`config.mk`:
```
export PLATFORM = sky130hd
export DESIGN_NAME = ehe_queue
export DESIGN_NICKNAME = d
export VERILOG_FILES = /design/src/design/ehe_pkg.sv /design/src/design/ehe_queue.sv
export SDC_FILE = /design/constraint.sdc
export NUM_CORES = 1
export LEC_CHECK = 0
export ABC_AREA = 1
export BUFFER_PORTS_ARGS = -buffer_cell sky130_fd_sc_hd__buf_2
export CORE_MARGIN = 5
export CORE_UTILIZATION = 50
export DETAILED_ROUTE_END_ITERATION = 10
export GPL_ROUTABILITY_DRIVEN = 0
export PLACE_DENSITY = 0.7
export SLEW_MARGIN = 20
export SYNTH_ARGS = -nofsm -noshare
export SYNTH_HDL_FRONTEND = slang
export SYNTH_SLANG_ARGS = --single-unit
```
`constraint.sdc`:
```
create_clock -name clk -period 6.3 [get_ports clk]
set_input_delay 0 -clock clk [delete_from_list [all_inputs] [get_ports clk]]
set_output_delay 0 -clock clk [all_outputs]
set_load 0.1 [all_outputs]
```
`src/design/ehe_pkg.sv`:
```
// shared types, constants and register map of the echo hiding embedder
package ehe_pkg;

	localparam int DEF_MAX_DELAY = 4096;
	localparam int DEF_MSG_BYTES = 64;
	localparam int QDEPTH = 4;
	localparam int MAX_CHANNELS = 8;

	localparam logic OP_LOAD   = 1'b0;
	localparam logic OP_SAMPLE = 1'b1;

	localparam logic [2:0] REG_DELAY_ZERO = 3'd0;
	localparam logic [2:0] REG_DELAY_ONE  = 3'd1;
	localparam logic [2:0] REG_SEGMENT    = 3'd2;
	localparam logic [2:0] REG_DECAY      = 3'd3;
	localparam logic [2:0] REG_CHANNELS   = 3'd4;

	localparam logic [11:0] RST_DELAY_ZERO = 12'd100;
	localparam logic [11:0] RST_DELAY_ONE  = 12'd200;
	localparam logic [12:0] RST_SEGMENT    = 13'd300;
	localparam logic [14:0] RST_DECAY      = 15'd16384;
	localparam logic [3:0]  RST_CHANNELS   = 4'd2;

	typedef struct packed {
		logic               op;
		logic signed [15:0] sample_in;
		logic [7:0]         message_byte;
	} in_word_t;

	typedef struct packed {
		logic signed [15:0] sample_out;
		logic               echo_added;
		logic               current_bit;
	} out_word_t;

	typedef struct packed {
		logic [11:0] delay_zero_frames;
		logic [11:0] delay_one_frames;
		logic [12:0] segment_frames;
		logic [14:0] decay_gain;
		logic [3:0]  channel_count;
	} cfg_t;

	// one classified sample on its way to the echo datapath
	typedef struct packed {
		logic signed [15:0] sample;
		logic signed [15:0] past;
		logic               add;
		logic               msg_bit;
	} q_entry_t;

endpackage

```
`src/design/ehe_queue.sv`:
```
// short queue between the front end and the echo datapath
module ehe_queue
	import ehe_pkg::*;
(
	input  logic     clk,
	input  logic     arst_n,
	input  logic     push,
	input  q_entry_t wr_entry,
	output logic     full,
	output logic     valid,
	output q_entry_t head,
	input  logic     pop
);
	localparam int P_W = $clog2(QDEPTH);
	localparam int C_W = $clog2(QDEPTH + 1);

	q_entry_t       entries [QDEPTH];
	logic [P_W-1:0] wp_q;
	logic [P_W-1:0] rp_q;
	logic [C_W-1:0] count_q;
	logic           do_push, do_pop;

	assign full    = count_q == C_W'(QDEPTH);
	assign valid   = count_q != '0;
	assign head    = entries[rp_q];
	assign do_push = push && !full;
	assign do_pop  = pop && valid;

	always_ff @(posedge clk or negedge arst_n) begin
		if (!arst_n) begin
			wp_q    <= '0;
			rp_q    <= '0;
			count_q <= '0;
		end else begin
			if (do_push) begin
				wp_q <= (wp_q == P_W'(QDEPTH - 1)) ? '0 : wp_q + P_W'(1);
			end
			if (do_pop) begin
				rp_q <= (rp_q == P_W'(QDEPTH - 1)) ? '0 : rp_q + P_W'(1);
			end
			if (do_push && !do_pop) begin
				count_q <= count_q + C_W'(1);
			end else if (do_pop && !do_push) begin
				count_q <= count_q - C_W'(1);
			end
		end
	end

	always_ff @(posedge clk) begin
		if (do_push) begin
			entries[wp_q] <= wr_entry;
		end
	end

`ifndef SYNTHESIS
	a_count_range: assert property (@(posedge clk) disable iff (!arst_n)
		count_q <= C_W'(QDEPTH))
		else $error("queue count overflow");
	a_count_up: assert property (@(posedge clk) disable iff (!arst_n)
		(do_push && !do_pop) |=> count_q == $past(count_q) + C_W'(1))
		else $error("queue lost a push");
	a_ptr_gap: assert property (@(posedge clk) disable iff (!arst_n)
		(count_q == '0) |-> (wp_q == rp_q))
		else $error("empty queue with split pointers");
`endif
endmodule

```
==> summary.txt <==
Timing
  • RSZ-0062 raised after global routing: no
  • Final setup viols: 0
  • Slew Viols, Final: 0
  • Worst-margin pin slew: 1.06 ns
  • Clock period minus worst slack: 2.73 ns
  • Clock skew: 0.00339 ns
  • Max Clk Rate: 0.366 GHz
  • Final Hold Vio Count: 0
  • Max-slew headroom: 0.292
  • Setup TNS: 0 ns
  • Period Utilization, post-route: 0.433

Floorplan
  • IO Count: 74
  • Die area: 13,900 um^2
  • Rows: 39
  • Chip width: 118 um
  • Core Footprint: 11,400 um^2
  • Initial core utilization: 0.509
  • Die H: 118 um

Synth
  • Post-Syn Instances: 456
  • #FFs+latches synth: 143
  • Register area share after synthesis: 0.733
  • YS warnings: 0
  • Synth unique cells: 16
  • Syn_area_per_cell: 12.8 um^2
  • Post-synthesis cell area: 5810 um^2
  • Synth Net Count: 501

Worst setup path
  • Critical-path top delay cell: buf_4
  • Crit. End Element: output pin
  • CP max stage delay: 0.79 ns
  • Critical Path RT: 6.30 ns
  • CP cell instances: buf_4, o211ai_1, nand2_1, buf_2
  • Flop-to-flop setup slack: 4.08 ns
  • Worst path bufs/invs: 2
  • Arr. time, crit path: 2.73 ns
  • Critical-path maximum fanout: 100
  • R2R depth: 4
  • Critical path class: register to output pin
  • R2r startpoint: count_q[0]
  • CP delay by family, top: buffers and inverters
  • Worst setup SP type: register
  • R2r endpoint: entries[2][17]

GRT
  • Initial antenna violation count: 0
  • Largest net degree at the start of global routing: 101
  • Vias in the first global route: 3,649
  • First-pass GRT wire length: 17.9 mm
  • GRT overflow: 0
  • Gr usage total: 0.163

Clocking
  • CTS tree: done
  • Max clock buf depth: 2
  • Clock sink total: 143
  • Clock latency on the worst-skew pair: 0.40 ns
  • Clock-pin slew on the worst setup and hold paths: 0.06 ns
  • TritonCTS Buffers: 17
  • Root Driver: clkbuf_16
  • CTS H-tree depth: 4

Route
  • Antenna viol nets, final: 0
  • Wire per inst: 15.0 um
  • Drt first pass iters: 5
  • Drt total wl: 10.9 mm
  • Met3 wire length: 541 um
  • Met1 Wirelength: 4.74 mm
  • Routed vias/inst: 5.00
  • DR iter-0 viols: 226
  • Top routing layer used: met4
  • Total number of vias: 3,619
  • Met2 Routed Length: 5.44 mm
  • DRC: 0

Hold path
  • Min-delay src: wr_entry[5]
  • HP Class: input pin to register
  • WHS Endpoint: entries[0][5]
  • Hold Crit Depth: 2

Finish
  • Design Area, Final: 7350 um^2
  • Layout Nets: 613
  • Final design utilization: 0.643
  • Layout cells sized above 1: 0.189
  • Area Overhead vs Synth: 26.4%
  • Fill cells: 847
  • Diode count: 0

Job
  • Max-cap violations: 0

Place
  • Port bufs: 73
  • Placed wire-length estimate: 6.27 mm
  • Placed cell area: 6290 um^2

Outcome
  • Status: complete, no violations
synth_stat cells:
cell,count,share of area
buf_2,16,0.014
buf_4,5,0.0065
clkbuf_1,1,0.00064
dfrtp_1,7,0.030
edfxtp_1,136,0.70
fa_1,1,0.0034
ha_1,6,0.013
inv_1,82,0.053
inv_2,1,0.00064
nand2_1,117,0.076
nand3_1,7,0.0060
nand4_1,1,0.0011
nor2_1,6,0.0039
o211ai_1,68,0.088
o21ai_0,1,0.00086
xnor2_1,1,0.0015
logic make-up (layout without fill, tap and decap cells):
group | after synthesis | after routing | share of synthesized area
flops | 143 | 143 | 0.733
compound gates | 69 | 69 | 0.0887
buf+inv | 105 | 230 | 0.0745
xor+xnor | 1 | 1 | 0.00151
simple gates | 131 | 131 | 0.0865
fa+ha+maj | 7 | 7 | 0.0164
area by class of cell:
type | count | area (um^2) | share of cell area
multi-input cells | 208 | 1150 | 0.157
inverters | 83 | 312 | 0.0424
clock inverters | 14 | 196 | 0.0267
well taps | 143 | 179 | 0.0244
repair buffers | 115 | 816 | 0.111
flip-flops and latches | 143 | 4260 | 0.580
clock buffers | 18 | 429 | 0.0584
metrics by stage:
step                      instances  setup WS [ns]  hold WS [ns]
after global placement          652           4.10        -0.160
after CTS                       722           3.56         0.329
after global routing            724           3.39         0.337
after detailed placement        652           4.02        -0.152
after floorplan                 456           3.71        -0.296
final                           724           3.57         0.347
metal layers:
layer / vias to the layer above / global-route usage
met5: - / 0
met4: 0 / 0.0609
met3: 18 / 0.0533
met2: 94 / 0.269
met1: 1716 / 0.200
li1: 1791 / -
flip-flops by register name, summed over array words and instances, names as in the netlist:
name and cells:
count_q 3, entries 136, wp_q 2, rp_q 2
cell usage in the layout (no fill, tap or decap), drive strengths merged:
cell type    instances
buf                 77
bufinv               5
clkbuf              18
clkinv               8
clkinvlp             1
dfrtp                7
dlygate4sd3         38
edfxtp             136
fa                   1
ha                   6
inv                 83
nand2              117
nand3                7
nand4                1
nor2                 6
o211ai              68
o21ai                1
xnor2                1
worst register-to-register path: cells and delay by family, from the launching register on:
family	cells	cell delay (ns)
buf+inv	1	0.08
flops	1	0.41
simple gates	3	1.33
worst max path at each step:
stage                          start        endpoint  slack (ns)  cells past startpoint
after CTS                    rp_q[0]        head[13]        3.56                      4
after global placement       rp_q[0]        head[10]        4.10                      4
after detailed placement  count_q[0]  entries[1][23]        4.02                      4
after floorplan           count_q[0]   entries[0][0]        3.71                      4
after global routing         rp_q[0]        head[13]        3.39                      4
final                        rp_q[0]        head[13]        3.57                      4
timing repair:
action,CTS,global route
endpoints found under the hold margin,147,0
gates resized for setup,0,0
hold buffers,38,0
setup buffers,0,0
Power is left out: the tool's default activity adds up to more than one toggle a clock period on the data nets, which glitch-free logic cannot reach.
