===== src/design/ehe_pkg.sv =====
// shared types, constants and register map of the echo hiding embedder
package ehe_pkg;

	localparam int DEF_MAX_DELAY = 4096;
	localparam int DEF_MSG_BYTES = 64;
	localparam int QDEPTH = 4;
	localparam int MAX_CHANNELS = 8;

	localparam logic OP_LOAD   = 1'b0;
	localparam logic OP_SAMPLE = 1'b1;

	localparam logic [2:0] REG_DELAY_ZERO = 3'd0;
	localparam logic [2:0] REG_DELAY_ONE  = 3'd1;
	localparam logic [2:0] REG_SEGMENT    = 3'd2;
	localparam logic [2:0] REG_DECAY      = 3'd3;
	localparam logic [2:0] REG_CHANNELS   = 3'd4;

	localparam logic [11:0] RST_DELAY_ZERO = 12'd100;
	localparam logic [11:0] RST_DELAY_ONE  = 12'd200;
	localparam logic [12:0] RST_SEGMENT    = 13'd300;
	localparam logic [14:0] RST_DECAY      = 15'd16384;
	localparam logic [3:0]  RST_CHANNELS   = 4'd2;

	typedef struct packed {
		logic               op;
		logic signed [15:0] sample_in;
		logic [7:0]         message_byte;
	} in_word_t;

	typedef struct packed {
		logic signed [15:0] sample_out;
		logic               echo_added;
		logic               current_bit;
	} out_word_t;

	typedef struct packed {
		logic [11:0] delay_zero_frames;
		logic [11:0] delay_one_frames;
		logic [12:0] segment_frames;
		logic [14:0] decay_gain;
		logic [3:0]  channel_count;
	} cfg_t;

	// one classified sample on its way to the echo datapath
	typedef struct packed {
		logic signed [15:0] sample;
		logic signed [15:0] past;
		logic               add;
		logic               msg_bit;
	} q_entry_t;

endpackage


===== src/design/ehe_back.sv =====
// echo datapath: gain multiply, rounding, saturating add and output register
module ehe_back
	import ehe_pkg::*;
(
	input  logic        clk,
	input  logic        arst_n,
	input  logic [14:0] decay_gain,
	input  logic        q_valid,
	input  q_entry_t    q_head,
	output logic        q_pop,
	output logic        result_valid,
	input  logic        result_ready,
	output out_word_t   result
);
	logic               s2_valid_q;
	logic signed [31:0] prod_s2;
	logic signed [15:0] x_s2;
	logic               add_s2;
	logic               bit_s2;

	logic               out_valid_q;
	out_word_t          out_q;

	logic               out_load;
	logic               s2_load;
	logic signed [31:0] rounded;
	logic signed [16:0] term;
	logic signed [17:0] sum;
	logic signed [15:0] y;

	assign out_load = !out_valid_q || result_ready;
	assign s2_load  = !s2_valid_q || out_load;
	assign q_pop    = q_valid && s2_load;

	// q0.15 product rounded to nearest, ties up
	assign rounded = prod_s2 + 32'sd16384;
	assign term    = 17'(rounded >>> 15);
	assign sum     = 18'(x_s2) + 18'(term);

	always_comb begin
		if (!add_s2) begin
			y = x_s2;
		end else if (sum > 18'sd32767) begin
			y = 16'sh7fff;
		end else if (sum < -18'sd32768) begin
			y = -16'sh8000;
		end else begin
			y = sum[15:0];
		end
	end

	always_ff @(posedge clk or negedge arst_n) begin
		if (!arst_n) begin
			s2_valid_q  <= 1'b0;
			out_valid_q <= 1'b0;
		end else begin
			if (s2_load) begin
				s2_valid_q <= q_valid;
			end
			if (out_load) begin
				out_valid_q <= s2_valid_q;
			end
		end
	end

	always_ff @(posedge clk) begin
		if (q_pop) begin
			prod_s2 <= 32'($signed({1'b0, decay_gain})) * 32'(q_head.past);
			x_s2    <= q_head.sample;
			add_s2  <= q_head.add;
			bit_s2  <= q_head.msg_bit;
		end
		if (out_load && s2_valid_q) begin
			out_q.sample_out  <= y;
			out_q.echo_added  <= add_s2;
			out_q.current_bit <= bit_s2;
		end
	end

	assign result_valid = out_valid_q;
	assign result       = out_q;
endmodule


===== config.mk =====
export PLATFORM = sky130hd
export DESIGN_NAME = ehe_back
export DESIGN_NICKNAME = d
export VERILOG_FILES = /design/src/design/ehe_pkg.sv /design/src/design/ehe_back.sv
export SDC_FILE = /design/constraint.sdc
export NUM_CORES = 1
export LEC_CHECK = 0
export ABC_AREA = 1
export BUFFER_PORTS_ARGS = -buffer_cell sky130_fd_sc_hd__buf_4
export CORE_UTILIZATION = 30
export CTS_CLUSTER_DIAMETER = 30
export DETAILED_ROUTE_END_ITERATION = 8
export MAX_ROUTING_LAYER = met4
export PLACE_DENSITY = 0.43
export SLEW_MARGIN = 40
export SYNTH_ARGS = -nofsm -noshare
export SYNTH_HDL_FRONTEND = slang
export SYNTH_SLANG_ARGS = --single-unit

===== constraint.sdc =====
create_clock -name clk -period 3.5 [get_ports clk]
set_input_delay 0.525 -clock clk [delete_from_list [all_inputs] [get_ports clk]]
set_output_delay 0.525 -clock clk [all_outputs]
set_load 0.02 [all_outputs]

==> flow_summary.toml, run 1 <==
[outcome]
status = "complete, but fails checks"
violations = "setup timing"

[sta]
layout_min_cycle_time_ps = 5100
hold_viol_final = 0
rsz0062_at_grt = "yes"
finClkSkew_ps = 5.59
relSlewSlack = 0.496
timing.setup.tns_ps = -27150
maxSlewViolCount = 0
setup_viol = 18
finalHoldWorstSlack_ps = 398
period_share = 1.46
fmax_mhz = 196
worst_pin_slew_ps = 755
fin_ws_ps = -1600

[worst_setup_path]
max_stage_delay_ps = 490
crit_path_frequent_cell = "fa_1"
r2r_slack_ps = 50
startpoint_type = "primary input"
timing.rr.start = "prod_s2[15]$_DFFE_PP_"
required_ps = 3570
critical_path_class = "in2reg"
critical_path.reg2reg.endpoint = "result[14]$_DFFE_PP_"
endpoint_kind = "register"
r2r_cells = 21
cp_slowest_cell = "fa_1"
crit_chain = "buf_8 > clkinvlp_4 > or2_4 > fa_1 > fa_1 > inv_1 > fa_1 > fa_1 > fa_1 > inv_1 > fa_1 > inv_2 > ha_4 > a21oi_4 > buf_6 > o21a_4 > nand2_4 > a211oi_2 > nand2_1 > nand2_1 > nand2_1"
crit_arrival_ps = 5170
cp_max_fo = 6

[synth]
synth-seq-cells = 56
synth.distinct_cells = 41
synthTopCellsByArea = "fa_1 30%, nand2_1 15%, ha_1 14%"
synthAdderAreaFrac = 0.442
synth_top_family_by_area = "adder cells"
synth_xor_area_frac = 0.0277
yosysWarnings = 0
syn_nets = 1933
yosysTopAreaCellShare = 0.300
synthSimpleGateAreaFrac = 0.202
synth_cells = 1564
syn_avg_cell_area_um2 = 7.68
yosysSeqAreaShare = 0.139
synth_area_mm2 = 0.0120
synth_mux_area_frac = 0
synth_compound_area_frac = 0.0431
yosysTopAreaCell = "fa_1"

[clock_tree]
clk_latency_ps = 300
clock_sinks = 56
cts.clk_slew.worst_paths_ps = 70
cts_htree_levels = 2
cts_buffers = 5
clockBufferDepth = 2
cts_tree = "built"
clock-root-buffer = "clkbuf_16"

[routing]
dr.first_iter.drc_count = 381
vias = 10117
wl_per_cell_um = 14.5
route.detailed.drc = 0
via_per_inst = 4.40
ant_nets = 0
dr.pass1.iters = 5
routed_wl_mm = 33.3

[hold_path]
hold_path.class = "in2reg"
hold_depth = 1
worstHoldStart = "q_head[0]"
hold_path_end = "bit_s2$_DFFE_PP_"

[floorplanning]
num_rows = 72
die_w_um = 202
num_io_pins = 73
coreArea_mm2 = 0.0391
initial_core_util = 0.307
die_h_um = 202
dieArea_mm2 = 0.0408

[final_layout]
antenna_cells = 0
multiInputGateArea_mm2 = 0.00989
syn2layout_area_growth_pct = 35.3
fin_area_mm2 = 0.0162
layout.cells.non_filler = 2297
drive_gt1_frac = 0.297
layout.area.seq_mm2 = 0.00167
nets = 2147
fill_cells = 4057

[placement]
placed_area_mm2 = 0.0143
place.gp.congestion = 0.853
numPortBuffers = 72
placed_cells_incl_taps = 2261
detailed_place_hpwl_mm = 28.0

[global_route]
gr-total-overflow = 0
grt_use_total = 0.173
grt_pass1_vias = 10626
grt_pass1_wl_mm = 54.4
grt_start_max_net_pins = 23
antenna_found_initial = 0

[run]
cap_viol_max_count = 0
-- worst max-delay path by stage --
stage	startpoint	slack, ps	end
2_1_floorplan	decay_gain[5]	-1740	prod_s2[29]$_DFFE_PP_
3_3_place_gp	q_head[17]	-2130	prod_s2[25]$_DFFE_PP_
3_5_place_dp	q_head[17]	-2160	prod_s2[25]$_DFFE_PP_
4_1_cts	q_head[17]	-1650	prod_s2[29]$_DFFE_PP_
5_1_grt	q_head[17]	-1810	prod_s2[26]$_DFFE_PP_
6_report	q_head[17]	-1600	prod_s2[26]$_DFFE_PP_
-- metrics by stage --
step | utilization | worst slack, ps
after global placement | 0.365 | -2130
after floorplan | - | -1740
after global routing | 0.415 | -1810
after CTS | 0.400 | -1650
after detailed placement | 0.365 | -2160
final | 0.415 | -1600
-- worst max-delay path, delay by kind of cell --
family | cells | cell delay [ps]
simple gates | 5 | 510
fa+ha+maj | 7 | 3080
compound gates | 3 | 540
buf+inv | 6 | 510
-- synthesized netlist by cell type --
library cell and count:
a211oi_1 2, a21o_1 4, a21oi_1 49, a31o_2 2
a31oi_1 2, and2_1 1, and3_1 1, and3_2 1
buf_6 2, clkbuf_1 39, clkbuf_8 1, clkinv_1 1
dfrtp_1 2, dlygate4sd1_1 1, edfxtp_1 54, fa_1 180
ha_1 136, inv_1 415, inv_2 1, nand2_1 464
nand2_2 7, nand2_4 1, nand3_1 30, nand3_2 3
nand3b_1 5, nand4_1 6, nor2_1 64, nor3_1 9
nor3_2 2, nor4_1 1, o211a_1 1, o211ai_1 1
o21a_1 2, o21ai_0 22, o21ai_1 3, o21ai_2 1
o21bai_1 3, o221ai_1 1, or2_2 6, xnor2_1 12
xor2_1 26
-- state kept, by name, indices dropped and copies added (netlist names) --
signal and count:
x_s2 16, result 18, result_valid 1, bit_s2 1, add_s2 1, s2_valid_q 1
prod_s2 18
-- placed cells by master (no fill, tap or decap), types with 6 or more instances in the layout --
| master | count |
|---|---|
| nand3_1 | 21 |
| a21oi_4 | 7 |
| fa_2 | 22 |
| nand2_2 | 37 |
| o21ai_4 | 6 |
| nand3_2 | 11 |
| nand2_1 | 410 |
| nor2_1 | 27 |
| buf_12 | 13 |
| fa_1 | 158 |
| o21ai_0 | 11 |
| nand2_4 | 23 |
| inv_1 | 377 |
| ha_4 | 23 |
| xor2_1 | 24 |
| buf_4 | 190 |
| buf_6 | 37 |
| inv_2 | 38 |
| nor3_2 | 8 |
| nor2_4 | 24 |
| nand4_1 | 6 |
| a21oi_2 | 22 |
| a21oi_1 | 20 |
| edfxtp_1 | 54 |
| o21ai_2 | 7 |
| ha_1 | 109 |
| nor2_2 | 13 |
| xnor2_1 | 9 |
-- cell families (layout without fill, tap and decap cells) --
logic type | count (synthesis) | after routing
flops | 56 | 56
buf+inv | 460 | 674
simple gates | 601 | 602
compound gates | 93 | 93
xor+xnor | 38 | 38
fa+ha+maj | 316 | 316
-- layout make-up --
class                           instances  area share
Sequential cell                        56       0.103
Tap cell                              518      0.0399
Timing Repair Buffer                  249       0.142
Inverter                              417      0.0966
Multi-Input combinational cell       1049       0.609
Clock buffer                            6     0.00793
Clock inverter                          2     0.00216
-- what timing repair did --
action / 4_1_cts / 5_1_grt
cloned: 5 / 1
buffers inserted: 11 / 11
endpoints found under the setup margin: 20 / 33
hold buffers: 1 / 0
pin swaps: 85 / 81
hold endpoints to repair: 2 / 0
gates resized for setup: 262 / 123
-- per-layer routing --
metal | GRT usage | up-vias | wire [µm]
met5 | - | - | 0
met4 | 0.0400 | 0 | 671
met3 | 0.0100 | 31 | 898
met2 | 0.307 | 177 | 16900
met1 | 0.214 | 4862 | 14900
li1 | - | 5047 | -
Power of run 1 is not shown: default switching activity piles up to over one toggle a cycle in this logic, so the estimate is an artifact.
==> run 2, diff against run 1 <==
--- a/config.mk
+++ b/config.mk
@@ -7,11 +7,14 @@
 export LEC_CHECK = 0
 export ABC_AREA = 1
 export BUFFER_PORTS_ARGS = -buffer_cell sky130_fd_sc_hd__buf_4
+export CAP_MARGIN = 10
 export CORE_UTILIZATION = 30
 export CTS_CLUSTER_DIAMETER = 30
 export DETAILED_ROUTE_END_ITERATION = 8
 export MAX_ROUTING_LAYER = met4
 export PLACE_DENSITY = 0.43
+export REMOVE_ABC_BUFFERS = 1
+export SKIP_CTS_REPAIR_TIMING = 1
 export SLEW_MARGIN = 40
 export SYNTH_ARGS = -nofsm -noshare
 export SYNTH_HDL_FRONTEND = slang
==> flow_summary.toml, run 2 (synthesis results as in run 1) <==
[floorplanning]
coreArea_mm2 = 0.0391
num_io_pins = 73
die_w_um = 202
num_rows = 72
die_h_um = 202
initial_core_util = 0.307
dieArea_mm2 = 0.0408

[sta]
layout_min_cycle_time_ps = 5100
relSlewSlack = 0.622
finClkSkew_ps = 14.5
setup_viol = 18
maxSlewViolCount = 0
hold_viol_final = 0
fin_ws_ps = -1600
fmax_mhz = 196
rsz0062_at_grt = "yes"
timing.setup.tns_ps = -26760
worst_pin_slew_ps = 566
period_share = 1.46

[worst_setup_path]
path_delay_family = "adder cells"
critical_path_class = "in2reg"
crit_path_frequent_cell = "fa_1"
endpoint_kind = "register"
required_ps = 3560
startpoint_type = "primary input"
crit_arrival_ps = 5160
cp_slowest_cell = "fa_1"
path_buf_inv = 7
crit_chain = "buf_12 > nand2_4 > inv_2 > fa_1 > inv_2 > fa_1 > inv_2 > fa_1 > fa_2 > fa_1 > inv_1 > fa_1 > inv_2 > ha_4 > a21oi_4 > o21a_1 > o21ai_1 > buf_4 > a21oi_1 > nand2_1 > xor2_1"
cp_max_fo = 7
max_stage_delay_ps = 550

[hold_path]
hold_path.class = "in2reg"

[outcome]
status = "complete, but fails checks"
violations = "setup timing"

[final_layout]
nets = 2138
fill_cells = 4087
final_util = 0.401
layout_commonest_cell = "nand2_1"
drive_gt1_frac = 0.266
layout_common_cells = "421 x nand2_1, 386 x inv_1, 204 x buf_4"
syn2layout_area_growth_pct = 30.6
antenna_cells = 0
layout.area.seq_mm2 = 0.00167
multiInputGateArea_mm2 = 0.00961

[routing]
routed_wl_mm = 31.4
wl_per_cell_um = 13.7
via_per_inst = 4.33
ant_nets = 0
route.detailed.drc = 0
dr.first_iter.drc_count = 379
dr.pass1.iters = 5
vias = 9903

[global_route]
grt_use_total = 0.159
grt_pass1_vias = 10400
antenna_found_initial = 0
gr-total-overflow = 0
grt_start_max_net_pins = 29
grt_pass1_wl_mm = 50.9

[placement]
numPortBuffers = 72
place.gp.congestion = 0.871
detailed_place_hpwl_mm = 27.4

[clock_tree]
clk_latency_ps = 300
cts_tree = "built"
cts_buffers = 5
clock_sinks = 56
cts_htree_levels = 2
clock-root-buffer = "clkbuf_16"
cts.clk_slew.worst_paths_ps = 80
clockBufferDepth = 2

[run]
cap_viol_max_count = 0
==> run 2: layer usage <==
| layer | global-route usage | up-vias | routed length [µm] |
|---|---|---|---|
| met5 | - | - | 0 |
| met3 | 0.00822 | 29 | 659 |
| met1 | 0.200 | 4708 | 14400 |
| met4 | 0.0219 | 0 | 442 |
| li1 | - | 5033 | - |
| met2 | 0.286 | 133 | 15900 |
==> run 2: worst paths after layout <==
path                                       startpoint                  endpoint  slack [ps]  cells after the start
worst min-delay path                       q_head[18]         x_s2[0]$_DFFE_PP_         400                      1
worst max-delay path                    decay_gain[3]     prod_s2[30]$_DFFE_PP_       -1600                     21
worst min register to register       bit_s2$_DFFE_PP_       result[0]$_DFFE_PP_         430                      0
max in group asynchronous                      arst_n  result_valid$_DFFE_PN0P_        2860                      2
worst max register to register  prod_s2[14]$_DFFE_PP_      result[13]$_DFFE_PP_         280                     19
min in group asynchronous                      arst_n    s2_valid_q$_DFFE_PN0N_         550                      2
==> run 2: layout make-up <==
cell class,instances,area share
Multi-Input combinational cell,1049,0.613
Timing Repair Buffer,240,0.130
Sequential cell,56,0.107
Inverter,417,0.0999
Tap cell,518,0.0414
Clock buffer,5,0.00798
Clock inverter,3,0.00136
==> run 2: metrics by stage <==
| stage | setup slack [ps] | hold slack (ps) | cell area [µm²] | instances |
|---|---|---|---|---|
| floorplan | -1690 | 229 | 11800 | 1521 |
| finish | -1600 | 400 | 15700 | 2288 |
| global route | -1770 | 388 | 15700 | 2288 |
| detailed placement | -2170 | 309 | 14100 | 2260 |
| global placement | -2200 | 308 | 14100 | 2260 |
| CTS | -1850 | -8.13 | 14300 | 2268 |
Power of run 2 is left out for the same reason.
